--- src/dynamic_biquad_lowpass_assert.svh ---
// ----------------------------------------------------------------------------
// Assertion macros for the dynamic biquad low-pass block
// Two concurrent assertion forms, clocked on clk and disabled during rst.
// ----------------------------------------------------------------------------
`ifndef DYNAMIC_BIQUAD_LOWPASS_ASSERT_SVH
`define DYNAMIC_BIQUAD_LOWPASS_ASSERT_SVH
`ifndef SYNTHESIS
`define DBL_ASSERT_IMPL(lbl, ante, cons) \
  lbl: assert property (@(posedge clk) disable iff (rst) (ante) |-> (cons)) \
    else $error("dynamic_biquad_lowpass: assertion failed");
`define DBL_ASSERT_NEXT(lbl, ante, cons) \
  lbl: assert property (@(posedge clk) disable iff (rst) (ante) |=> (cons)) \
    else $error("dynamic_biquad_lowpass: assertion failed");
`else
`define DBL_ASSERT_IMPL(lbl, ante, cons)
`define DBL_ASSERT_NEXT(lbl, ante, cons)
`endif
`endif

--- src/dbl_pkg.sv ---
// ----------------------------------------------------------------------------
// dbl_pkg
// Widths, fixed-point constants, sequencer states and shared types.
// ----------------------------------------------------------------------------
package dbl_pkg;

  localparam int SAMPLE_BITS    = 24;
  localparam int COEF_FRAC_BITS = 30;
  localparam int CUTOFF_BITS    = 24;
  localparam int STEP_BITS      = 16;
  localparam int MUL_W          = 33;
  localparam int PROD_W         = 2 * MUL_W;
  localparam int ACC_W          = PROD_W + 2;
  localparam int DIV_W          = 64;
  localparam int DEN_W          = 32;
  localparam int SHORT_BITS     = 40;

  localparam logic [CUTOFF_BITS-1:0] CUTOFF_RESET = 24'd2560;
  localparam logic [32:0] PI_Q29     = 33'd1686629713;
  localparam logic [32:0] PI_HALF    = PI_Q29 >> 1;
  localparam logic [32:0] W0_CLAMP   = 33'd128000000;
  localparam logic [32:0] W0_HALF    = W0_CLAMP >> 1;
  localparam logic [32:0] INV_SQRT2  = 33'd759250125;
  localparam logic [32:0] ONE_Q30    = 33'd1073741824;

  // The clamp point is 2^13 * 15625; the odd factor is divided out by a
  // reciprocal multiply with floor(2^45 / 15625) and a small correction.
  localparam logic [13:0] W0_DIVISOR = 14'd15625;
  localparam logic [31:0] W0_RECIP   = 32'd2251799813;

  typedef enum logic [4:0] {
    S_IDLE, S_P_MUL, S_P_CLAMP, S_W0_MUL, S_W0_REC, S_W0_FIX,
    S_T_MUL1, S_T_MUL2, S_T_REC, S_T_FIX, S_A_MUL, S_ALPHA,
    S_B1_DIV, S_B1_WAIT, S_A1_DIV, S_A1_WAIT, S_A2_DIV, S_A2_WAIT,
    S_M0, S_M1, S_M2, S_M3, S_M4, S_SAT, S_OUT
  } seq_state_t;

  typedef struct packed {
    logic busy;
    logic done;
  } div_stat_t;

  // Divisor of a Taylor step: (n+1)*(n+2).
  function automatic logic [7:0] taylor_den(input logic [3:0] n);
    logic [7:0] a;
    logic [7:0] b;
    a = {4'd0, n} + 8'd1;
    b = {4'd0, n} + 8'd2;
    return a * b;
  endfunction

  // floor(2^32 / ((n+1)*(n+2))) for the Taylor step divisors.
  function automatic logic [31:0] taylor_recip(input logic [3:0] n);
    logic [31:0] r;
    case (n)
      4'd0:    r = 32'd2147483648;
      4'd1:    r = 32'd715827882;
      4'd2:    r = 32'd357913941;
      4'd3:    r = 32'd214748364;
      4'd4:    r = 32'd143165576;
      4'd5:    r = 32'd102261126;
      4'd6:    r = 32'd76695844;
      4'd7:    r = 32'd59652323;
      4'd8:    r = 32'd47721858;
      4'd9:    r = 32'd39045157;
      4'd10:   r = 32'd32537631;
      4'd11:   r = 32'd27531841;
      4'd12:   r = 32'd23598721;
      4'd13:   r = 32'd20452225;
      4'd14:   r = 32'd17895697;
      default: r = 32'd0;
    endcase
    return r;
  endfunction

endpackage

--- src/dbl_mul.sv ---
// ----------------------------------------------------------------------------
// dbl_mul
// Shared signed multiplier with a registered product.
// ----------------------------------------------------------------------------
module dbl_mul (
  input  logic                              clk,
  input  logic signed [dbl_pkg::MUL_W-1:0]  a,
  input  logic signed [dbl_pkg::MUL_W-1:0]  b,
  output logic signed [dbl_pkg::PROD_W-1:0] prod
);

  always_ff @(posedge clk) begin
    prod <= a * b;
  end

endmodule

--- config.mk ---
export PLATFORM = sky130hd
export DESIGN_NAME = dbl_mul
export DESIGN_NICKNAME = d
export VERILOG_FILES = /design/src/dynamic_biquad_lowpass_assert.svh /design/src/dbl_pkg.sv /design/src/dbl_mul.sv
export SDC_FILE = /design/constraint.sdc
export NUM_CORES = 2
export LEC_CHECK = 0
export CELL_PAD_IN_SITES_DETAIL_PLACEMENT = 0
export CELL_PAD_IN_SITES_GLOBAL_PLACEMENT = 1
export CORE_ASPECT_RATIO = 0.8
export CORE_MARGIN = 5
export CORE_UTILIZATION = 55
export CTS_BUF_LIST = sky130_fd_sc_hd__clkbuf_4
export CTS_CLUSTER_DIAMETER = 30
export DETAILED_ROUTE_END_ITERATION = 16
export DONT_BUFFER_PORTS = 1
export PLACE_DENSITY_LB_ADDON = 0.1
export SYNTH_ARGS = -nofsm -noshare
export SYNTH_HDL_FRONTEND = slang
export SYNTH_SLANG_ARGS = --single-unit
--- constraint.sdc ---
create_clock -name clk -period 22.2 [get_ports clk]
set_input_delay 2.22 -clock clk [delete_from_list [all_inputs] [get_ports clk]]
set_output_delay 2.22 -clock clk [all_outputs]
set_load 0.01 [all_outputs]
==> summary.md <==
| Metric | Value |
|---|---|
| #FFs+latches synth | 66 |
| Vias in the first global route | 29940 |
| Crit start category | input pin |
| Most used cell, CP | fa_1 |
| Die Y | around 250 um |
| Largest area contributor in the netlist | fa_1 |
| Clock Path Buffers | 2 |
| Synth top area share | approximately 56% |
| Critical setup path kind | input pin to flop |
| Via density | 5.339 |
| Fillers | 6684 |
| Fin. Hold Viols | 0 |
| Fin nets | around 5600 |
| Post-CTS setup buffers | 0 |
| CTS H-tree lvls | 3 |
| Post-Syn Area | about 0.041 mm^2 |
| Outcome | complete, no violations |
| Max incr delay on CP | 1.26 ns |
| Minimum clock period | a little over 9 ns |
| Clock root cell | clkbuf_4 |
| Cts bufs inserted | 9 |
| Slew Viols, Final | 0 |
| Final WL | about 110000 um |
| DRT antenna net count | 0 |
| Biggest regs | prod x66 |
| PortBufs | 0 |
| Die width | about 310 um |
| Setup violators final | 0 |
| First-pass GRT wire length | approximately 190000 um |
| RSZ-0062 raised after global routing | false |
| Tightest Hold Check Type | input pin to flop |
| Vias | ~27000 |
| Largest net degree at the start of global routing | 34 |
| # Max-Cap Violations | 0 |
| Tot GR Track Use | 30.63% |
| Crit path capture type | flop |
| Worst Path Max Fanout | 33 |
| GRT overflow | 0 |
| Setup TNS | 0 ns |
| Num Clock Sinks | 66 |
| Layout area overhead | 1.324% |
| Crit path from | b[0] |
| Sequential fraction of the synthesis area | 3.244% |
| CTS tree | done |
| CTS Hold Bufs | 0 |
| Main synth FF type | dfxtp_1 |
| Post-synth EDFFs | 0 |
| Syn nets | 5767 |
| Die area | between 0.07 and 0.08 mm^2 |
| Asr flop ratio synth | 0% |
| Cells after Synth | 4338 |
| Worst setup margin | 12.95 ns |
| Clock Pin Slew Worst Setup and Hold Paths | 0.13 ns |
| CP Cell Sequence | nand2_1, inv_1, fa_1, fa_1, fa_1, fa_1, fa_1, fa_1, fa_1, inv_1, fa_1, inv_1, ha_1, and3_1, nand3_1, nand2b_1, a2111oi_4, a211oi_4, a21o_2, a21o_1, a211oi_2 |
| Mapped Avg Cell Area | approximately 9.4 um^2 |
| Ports | 133 |
| Dpl hpwl | between 90000 and 100000 um |
| Routed WL per cell | around 22 um |
| Initial antenna violation count | 3 |
| Min Hold Slack | roughly 1.9 ns |
| Max reg flops | 66 |
| First drt pass iteration count | 5 |
| Top reg by flops | prod |
| Synth top area cells | fa_1 56%, inv_1 10%, and2_1 8.6% |
| DR iter-0 viols | 1868 |
| Residual DRC | 0 |
| Ys Warns | 0 |
| Post-cts sizing count | 0 |
| Routability cong. | 0.9157 |
| Pre-CTS WS | between 10 and 15 ns |
| Slowest-stage cell, CP | fa_1 |
| Fraction of layout cells with a size suffix above 1 | roughly 1.3% |
| Period utilization | a little over two fifths |
| Critical Path RT | approximately 23 ns |
| Max Fclk | approximately 110 MHz |
| Worst slew margin | 32.64% |
| Effective utilization at floorplan | 55.34% |
| Core area | ~0.074 mm^2 |
| Worst-Margin Slew | a little over 1 ns |
| Worst hold path startpoint | a[0] |
| Num rows | 89 |
| Yosys cell types | 80 |
| Critical Path AT | 9.65 ns |
layout by cell type, fill, tap and decap left out, types with 6 or more instances in the layout:
cell,Yosys,routed
clkbuf_4,0,9
a31oi_1,8,8
a21oi_1,57,57
a211oi_1,7,7
nor3_1,7,7
a211o_1,6,6
xnor2_1,43,43
nand4_1,11,11
inv_1,1131,1131
nand2b_1,12,12
ha_1,217,217
fa_1,1145,1145
nand3_1,25,25
and2_1,562,562
dfxtp_1,66,66
nand2_1,551,551
o21ai_0,25,25
a21o_1,36,36
o21ai_1,6,6
xor2_1,25,25
o21a_1,6,6
o21bai_1,11,11
nor2_1,68,68
logic make-up (layout without fill, tap and decap cells):
| family | Yosys count | count (layout) | share of synthesized area (%) |
|---|---|---|---|
| AOI/OAI and AO/OA | 219 | 219 | 4.067 |
| xor gates and xnor gates | 68 | 68 | 1.462 |
| adders and majority gates | 1362 | 1362 | 62.94 |
| buffers and inverters | 1352 | 1150 | 12.51 |
| DFF | 66 | 66 | 3.244 |
| other | 0 | 1 | 0 |
| and+or+nand+nor | 1271 | 1271 | 15.78 |
path summary, 6_finish.rpt:
path / end / cells after the start
worst min-delay path: prod[0] / 1
worst max-delay path: prod[62] / 21
stage by stage:
stage | utilization [%] | std cells | cell area (um^2)
after global routing | 56.07 | 5138 | 41270
after CTS | 56.07 | 5137 | 41270
after global placement | 55.92 | 5121 | 41160
after floorplan | - | 4338 | 40730
final | 56.07 | 5138 | 41270
after detailed placement | 55.92 | 5121 | 41160
area by class of cell:
cell class	instances	area (um^2)	share of cell area (%)
Clock buffer	9	67.56	0.1637
Antenna cell	1	2.502	0.006063
Clock inverter	7	45.04	0.1091
Tap cell	1001	1252	3.035
Sequential cell	66	1321	3.201
Timing Repair Buffer	3	22.52	0.05457
Multi-Input combinational cell	2920	34320	83.15
Inverter	1131	4245	10.29
cell usage after synthesis (3+ instances only):
master	instances
and3_1	5
buf_2	11
a31oi_1	8
nor3_1	7
o31ai_4	3
and4_1	5
or3_1	3
or2_2	3
a21oi_2	3
nand2_1	551
inv_1	1131
nor2b_1	5
a211oi_1	7
a211o_1	6
nand3_1	25
a21oi_1	57
o21ai_1	6
fa_1	1145
clkbuf_1	208
nor2_1	68
xnor2_1	43
and2_1	562
nand2b_1	12
o21bai_1	11
a211oi_2	3
o21ai_0	25
nand4_1	11
a21o_1	36
xor2_1	25
ha_1	217
dfxtp_1	66
o21a_1	6
o211ai_1	4
per-layer routing:
layer  global-route usage [%]  share of wire (%)  up-vias
li1                         -                  -    11890
met1                    50.48                 48    14270
met2                    38.85                 37     1186
met3                    11.87                 14       93
met4                    3.728                1.1        2
met5                        0              0.010        -
worst max-delay path, delay by kind of cell:
kind	cells	cell delay [ns]
simple gates	4	0.62
buf+inv	3	0.19
compound gates	5	1.00
fa+ha+maj	9	5.59
Power is left out: the tool's default activity adds up to more than one toggle a clock period on the data nets, which glitch-free logic cannot reach.
