--- src/dynamic_biquad_lowpass_assert.svh ---
// ----------------------------------------------------------------------------
// Assertion macros for the dynamic biquad low-pass block
// Two concurrent assertion forms, clocked on clk and disabled during rst.
// ----------------------------------------------------------------------------
`ifndef DYNAMIC_BIQUAD_LOWPASS_ASSERT_SVH
`define DYNAMIC_BIQUAD_LOWPASS_ASSERT_SVH
`ifndef SYNTHESIS
`define DBL_ASSERT_IMPL(lbl, ante, cons) \
  lbl: assert property (@(posedge clk) disable iff (rst) (ante) |-> (cons)) \
    else $error("dynamic_biquad_lowpass: assertion failed");
`define DBL_ASSERT_NEXT(lbl, ante, cons) \
  lbl: assert property (@(posedge clk) disable iff (rst) (ante) |=> (cons)) \
    else $error("dynamic_biquad_lowpass: assertion failed");
`else
`define DBL_ASSERT_IMPL(lbl, ante, cons)
`define DBL_ASSERT_NEXT(lbl, ante, cons)
`endif
`endif

--- src/dbl_pkg.sv ---
// ----------------------------------------------------------------------------
// dbl_pkg
// Widths, fixed-point constants, sequencer states and shared types.
// ----------------------------------------------------------------------------
package dbl_pkg;

  localparam int SAMPLE_BITS    = 24;
  localparam int COEF_FRAC_BITS = 30;
  localparam int CUTOFF_BITS    = 24;
  localparam int STEP_BITS      = 16;
  localparam int MUL_W          = 33;
  localparam int PROD_W         = 2 * MUL_W;
  localparam int ACC_W          = PROD_W + 2;
  localparam int DIV_W          = 64;
  localparam int DEN_W          = 32;
  localparam int SHORT_BITS     = 40;

  localparam logic [CUTOFF_BITS-1:0] CUTOFF_RESET = 24'd2560;
  localparam logic [32:0] PI_Q29     = 33'd1686629713;
  localparam logic [32:0] PI_HALF    = PI_Q29 >> 1;
  localparam logic [32:0] W0_CLAMP   = 33'd128000000;
  localparam logic [32:0] W0_HALF    = W0_CLAMP >> 1;
  localparam logic [32:0] INV_SQRT2  = 33'd759250125;
  localparam logic [32:0] ONE_Q30    = 33'd1073741824;

  // The clamp point is 2^13 * 15625; the odd factor is divided out by a
  // reciprocal multiply with floor(2^45 / 15625) and a small correction.
  localparam logic [13:0] W0_DIVISOR = 14'd15625;
  localparam logic [31:0] W0_RECIP   = 32'd2251799813;

  typedef enum logic [4:0] {
    S_IDLE, S_P_MUL, S_P_CLAMP, S_W0_MUL, S_W0_REC, S_W0_FIX,
    S_T_MUL1, S_T_MUL2, S_T_REC, S_T_FIX, S_A_MUL, S_ALPHA,
    S_B1_DIV, S_B1_WAIT, S_A1_DIV, S_A1_WAIT, S_A2_DIV, S_A2_WAIT,
    S_M0, S_M1, S_M2, S_M3, S_M4, S_SAT, S_OUT
  } seq_state_t;

  typedef struct packed {
    logic busy;
    logic done;
  } div_stat_t;

  // Divisor of a Taylor step: (n+1)*(n+2).
  function automatic logic [7:0] taylor_den(input logic [3:0] n);
    logic [7:0] a;
    logic [7:0] b;
    a = {4'd0, n} + 8'd1;
    b = {4'd0, n} + 8'd2;
    return a * b;
  endfunction

  // floor(2^32 / ((n+1)*(n+2))) for the Taylor step divisors.
  function automatic logic [31:0] taylor_recip(input logic [3:0] n);
    logic [31:0] r;
    case (n)
      4'd0:    r = 32'd2147483648;
      4'd1:    r = 32'd715827882;
      4'd2:    r = 32'd357913941;
      4'd3:    r = 32'd214748364;
      4'd4:    r = 32'd143165576;
      4'd5:    r = 32'd102261126;
      4'd6:    r = 32'd76695844;
      4'd7:    r = 32'd59652323;
      4'd8:    r = 32'd47721858;
      4'd9:    r = 32'd39045157;
      4'd10:   r = 32'd32537631;
      4'd11:   r = 32'd27531841;
      4'd12:   r = 32'd23598721;
      4'd13:   r = 32'd20452225;
      4'd14:   r = 32'd17895697;
      default: r = 32'd0;
    endcase
    return r;
  endfunction

endpackage

--- src/dbl_div.sv ---
// ----------------------------------------------------------------------------
// dbl_div
// Restoring divider, one quotient bit per cycle, long or short numerator.
// ----------------------------------------------------------------------------
module dbl_div (
  input  logic                          clk,
  input  logic                          rst,
  input  logic                          start,
  input  logic                          short_op,
  input  logic [dbl_pkg::DIV_W-1:0]     num,
  input  logic [dbl_pkg::DEN_W-1:0]     den,
  output dbl_pkg::div_stat_t            stat,
  output logic [dbl_pkg::DIV_W-1:0]     quot
);
  import dbl_pkg::*;

  logic [DIV_W-1:0] work;
  logic [DEN_W-1:0] rem;
  logic [DEN_W-1:0] dvs;
  logic [5:0]       cnt;
  logic             busy;
  logic             done;
  logic [DEN_W:0]   rem_sh;
  logic [DEN_W:0]   rem_dif;
  logic             ge;

  // Quotient bits shift into the low end of the numerator register.
  assign rem_sh  = {rem, work[DIV_W-1]};
  assign rem_dif = rem_sh - {1'b0, dvs};
  assign ge      = rem_sh >= {1'b0, dvs};

  always_ff @(posedge clk) begin
    if (rst) begin
      busy <= 1'b0;
      done <= 1'b0;
    end else begin
      done <= 1'b0;
      if (start) begin
        busy <= 1'b1;
      end else if (busy && cnt == 6'd0) begin
        busy <= 1'b0;
        done <= 1'b1;
      end
    end
  end

  always_ff @(posedge clk) begin
    if (start) begin
      work <= short_op ? {num[SHORT_BITS-1:0], {(DIV_W-SHORT_BITS){1'b0}}} : num;
      rem  <= '0;
      dvs  <= den;
      cnt  <= short_op ? 6'(SHORT_BITS - 1) : 6'(DIV_W - 1);
    end else if (busy) begin
      work <= {work[DIV_W-2:0], ge};
      rem  <= ge ? rem_dif[DEN_W-1:0] : rem_sh[DEN_W-1:0];
      cnt  <= cnt - 6'd1;
    end
  end

  assign stat.busy = busy;
  assign stat.done = done;
  assign quot      = work;

endmodule

--- config.mk ---
export PLATFORM = sky130hd
export DESIGN_NAME = dbl_div
export DESIGN_NICKNAME = d
export VERILOG_FILES = /design/src/dynamic_biquad_lowpass_assert.svh /design/src/dbl_pkg.sv /design/src/dbl_div.sv
export SDC_FILE = /design/constraint.sdc
export NUM_CORES = 1
export LEC_CHECK = 0
export BUFFER_PORTS_ARGS = -buffer_cell sky130_fd_sc_hd__buf_2
export CAP_MARGIN = 20
export CORE_MARGIN = 2
export CORE_UTILIZATION = 35
export CTS_BUF_LIST = sky130_fd_sc_hd__clkbuf_2 sky130_fd_sc_hd__clkbuf_4 sky130_fd_sc_hd__clkbuf_8
export DETAILED_ROUTE_END_ITERATION = 8
export PLACE_DENSITY = 0.64
export SLEW_MARGIN = 20
export SYNTH_ARGS = -nofsm -noshare
export SYNTH_HDL_FRONTEND = slang
export SYNTH_SLANG_ARGS = --single-unit
export TNS_END_PERCENT = 30
--- constraint.sdc ---
create_clock -name clk -period 3.1 [get_ports clk]
set_input_delay 0.465 -clock clk [delete_from_list [all_inputs] [get_ports clk]]
set_output_delay 0.465 -clock clk [all_outputs]
set_load 0.02 [all_outputs]
==> results.json <==
{
  "clockBufferDepth": 2,
  "postSynthCellCount": 759,
  "ys_seq_area_share_pct": 49.4,
  "setup_viol": 0,
  "via_per_inst": 5.06,
  "die_area_um2": 22800,
  "port_buffers": 165,
  "routed_wl_um": 19100,
  "setup_ws_ps": 252,
  "clock-sinks": 136,
  "setup_tns_ps": 0,
  "holdWs_ps": 168,
  "numPlacedInstances": 1172,
  "slew_violations": 0,
  "netlist_area_um2": 7580,
  "fin_util_pct": 43.0,
  "final_cell_mix": "buf_2 (164), nor2_1 (102), edfxtp_1 (102), a21oi_1 (88), inv_1 (64)",
  "vias": 6094,
  "start_util_pct": 35.8,
  "syn2layout_area_growth_pct": 20.1,
  "place_area_um2": 8680,
  "ant_nets": 0,
  "root_buffer": "clkbuf_8",
  "ys_warn_count": 0,
  "die_y_um": 151,
  "globalRouteOverflowTotal": 0,
  "track_usage_pct": 17.4,
  "period_share_pct": 91.9,
  "hold_viol": 0,
  "numCtsBuffers": 17,
  "ir_worst_vdd_mv": 0.261,
  "clk_transition_reported_paths_ps": 90,
  "crit_arrival_ps": 3170,
  "final.min_clock_period_ps": 2850,
  "outcome": "finished clean",
  "place_hpwl_um": 14000,
  "layout_commonest_cell": "buf_2",
  "gp_congestion": 0.795,
  "synth_seq_cells": 136,
  "max_freq_mhz": 351,
  "syn_area_per_cell_um2": 9.98,
  "critPathMaxFanout": 30,
  "skew_ps": 15.6,
  "layout.nets": 1051,
  "fp.dieW_um": 151,
  "maxCapViolations": 0,
  "p_leak_nw": 4.02,
  "critPathKind": "flip-flop to flip-flop",
  "async_reset_ff_share_pct": 0,
  "layout-drive-gt1-share_pct": 24.7,
  "first_pass_iters": 7,
  "synthesis.nets": 894,
  "power.density_nw_per_um2": 544,
  "core_area_um2": 21200,
  "routedWlPerCell_um": 15.9,
  "clock_latency_ps": 460,
  "final_cell_area_um2": 9100,
  "antenna_found_initial": 2,
  "synth_edf_count": 102,
  "grt_max_degree": 86,
  "min_path_type": "primary input to flip-flop",
  "max_slew.worst_pin.slew_ps": 844,
  "power_mw": 4.95,
  "grt_first_pass_wirelength_um": 30700,
  "cts_tree": "done",
  "fillCellCount": 2067,
  "cts_max_level": 4,
  "synth_ff_type": "edfxtp_1",
  "postCtsHoldBufs": 0,
  "drc": 0,
  "num_rows": 53,
  "synth.distinct_cells": 57,
  "rsz0062_at_grt": "false",
  "endpoint_kind": "flip-flop",
  "max-slew-margin-rel_pct": 43.7,
  "pre_cts_slack_ps": 180,
  "worstPathRequired_ps": 3420,
  "final_cells": 1205,
  "drt-initial-drc-count": 276,
  "first_global_vias": 6053,
  "critPathLaunchType": "flip-flop",
  "ios": 166,
  "cts_setup_buffers": 0
}
cell usage after synthesis, drive strengths merged, types with 3 or more instances:
| library cell | count | area share [%] |
|---|---|---|
| edfxtp | 102 | 40 |
| nor2 | 102 | 5.1 |
| a21oi | 92 | 6.5 |
| inv | 65 | 3.2 |
| mux2i | 51 | 6.7 |
| nand2 | 40 | 2.0 |
| o21ai | 35 | 2.3 |
| dfxtp | 34 | 9.0 |
| ha | 34 | 5.6 |
| clkbuf | 30 | 1.5 |
| a211oi | 27 | 2.8 |
| xor2 | 19 | 2.2 |
| nand3 | 14 | 0.92 |
| a21o | 10 | 0.99 |
| buf | 10 | 1.2 |
| xnor2 | 9 | 1.0 |
| nand2b | 7 | 0.58 |
| nor2b | 6 | 0.50 |
| nor3 | 6 | 0.40 |
| o211ai | 6 | 0.66 |
| a31oi | 5 | 0.41 |
| o21bai | 5 | 0.50 |
| nand4 | 4 | 0.33 |
| o21a | 4 | 0.40 |
| o31ai | 4 | 0.40 |
| a21boi | 3 | 0.30 |
| and4 | 3 | 0.35 |
| mux2 | 3 | 0.45 |
path summary, 6_finish.rpt:
| check | from | end | slack (ps) | cells after the start |
|---|---|---|---|---|
| min | rst | busy | 170 | 2 |
| min reg2reg | rem[6] | rem[6] | 510 | 2 |
| max | dvs[17] | rem[30] | 250 | 12 |
| max reg2reg | dvs[17] | rem[30] | 250 | 12 |
area by class of cell:
cell class / count / area [um^2] / share of cell area, %
multi-input combinational: 518 / 3400 / 37.4
tap: 275 / 344 / 3.78
antenna: 1 / 2.50 / 0.0275
sequential: 136 / 3740 / 41.2
timing repair buffer: 178 / 955 / 10.5
inverter: 65 / 244 / 2.68
clock inverter: 15 / 175 / 1.92
clock buffer: 17 / 234 / 2.57
metal layers:
layer / vias up / share of wire (%) / track usage, %
met1: 2838 / 45 / 21.8
met3: 25 / 7.6 / 6.27
met5: - / 0.13 / 0
li1: 3044 / - / -
met4: 4 / 1.6 / 5.09
met2: 183 / 46 / 28.3
worst max-delay path, cell delays in order, from the launching register on:
cell	delay, ps
edfxtp_1	390
inv_1	80
ha_1	270
o21a_1	220
o211ai_2	230
o21a_1	150
a21oi_1	60
a2111o_1	420
a21oi_4	340
buf_12	230
o21ai_0	100
a21oi_1	150
a211oi_1	80
flip-flops by register name, indices dropped and copies added (netlist names):
name  cells
busy      1
cnt       6
done      1
dvs      32
quot     64
rem      32
power by group:
part / leakage, nW / total, mW / switching, mW / internal (mW)
registers: 1.29 / 2.26 / 0.109 / 2.15
clock network: 0.204 / 1.54 / 0.858 / 0.686
logic: 2.53 / 1.14 / 0.687 / 0.453
logic make-up after synthesis:
family / synth area share, %
AND/OR/NAND/NOR: 11.2
AO/OA/AOI/OAI: 17.2
XOR/XNOR: 3.24
flip-flops: 49.4
adder cells (fa/ha/maj): 5.88
buffers and inverters: 5.90
multiplexers: 7.18
what timing repair did:
item | 4_1_cts | 5_1_grt
hold endpoints to repair | 0 | 0
setup endpoints to repair | 0 | 4
gates resized for setup | 0 | 3
No activity file was read; power rests on OpenSTA's default activity.
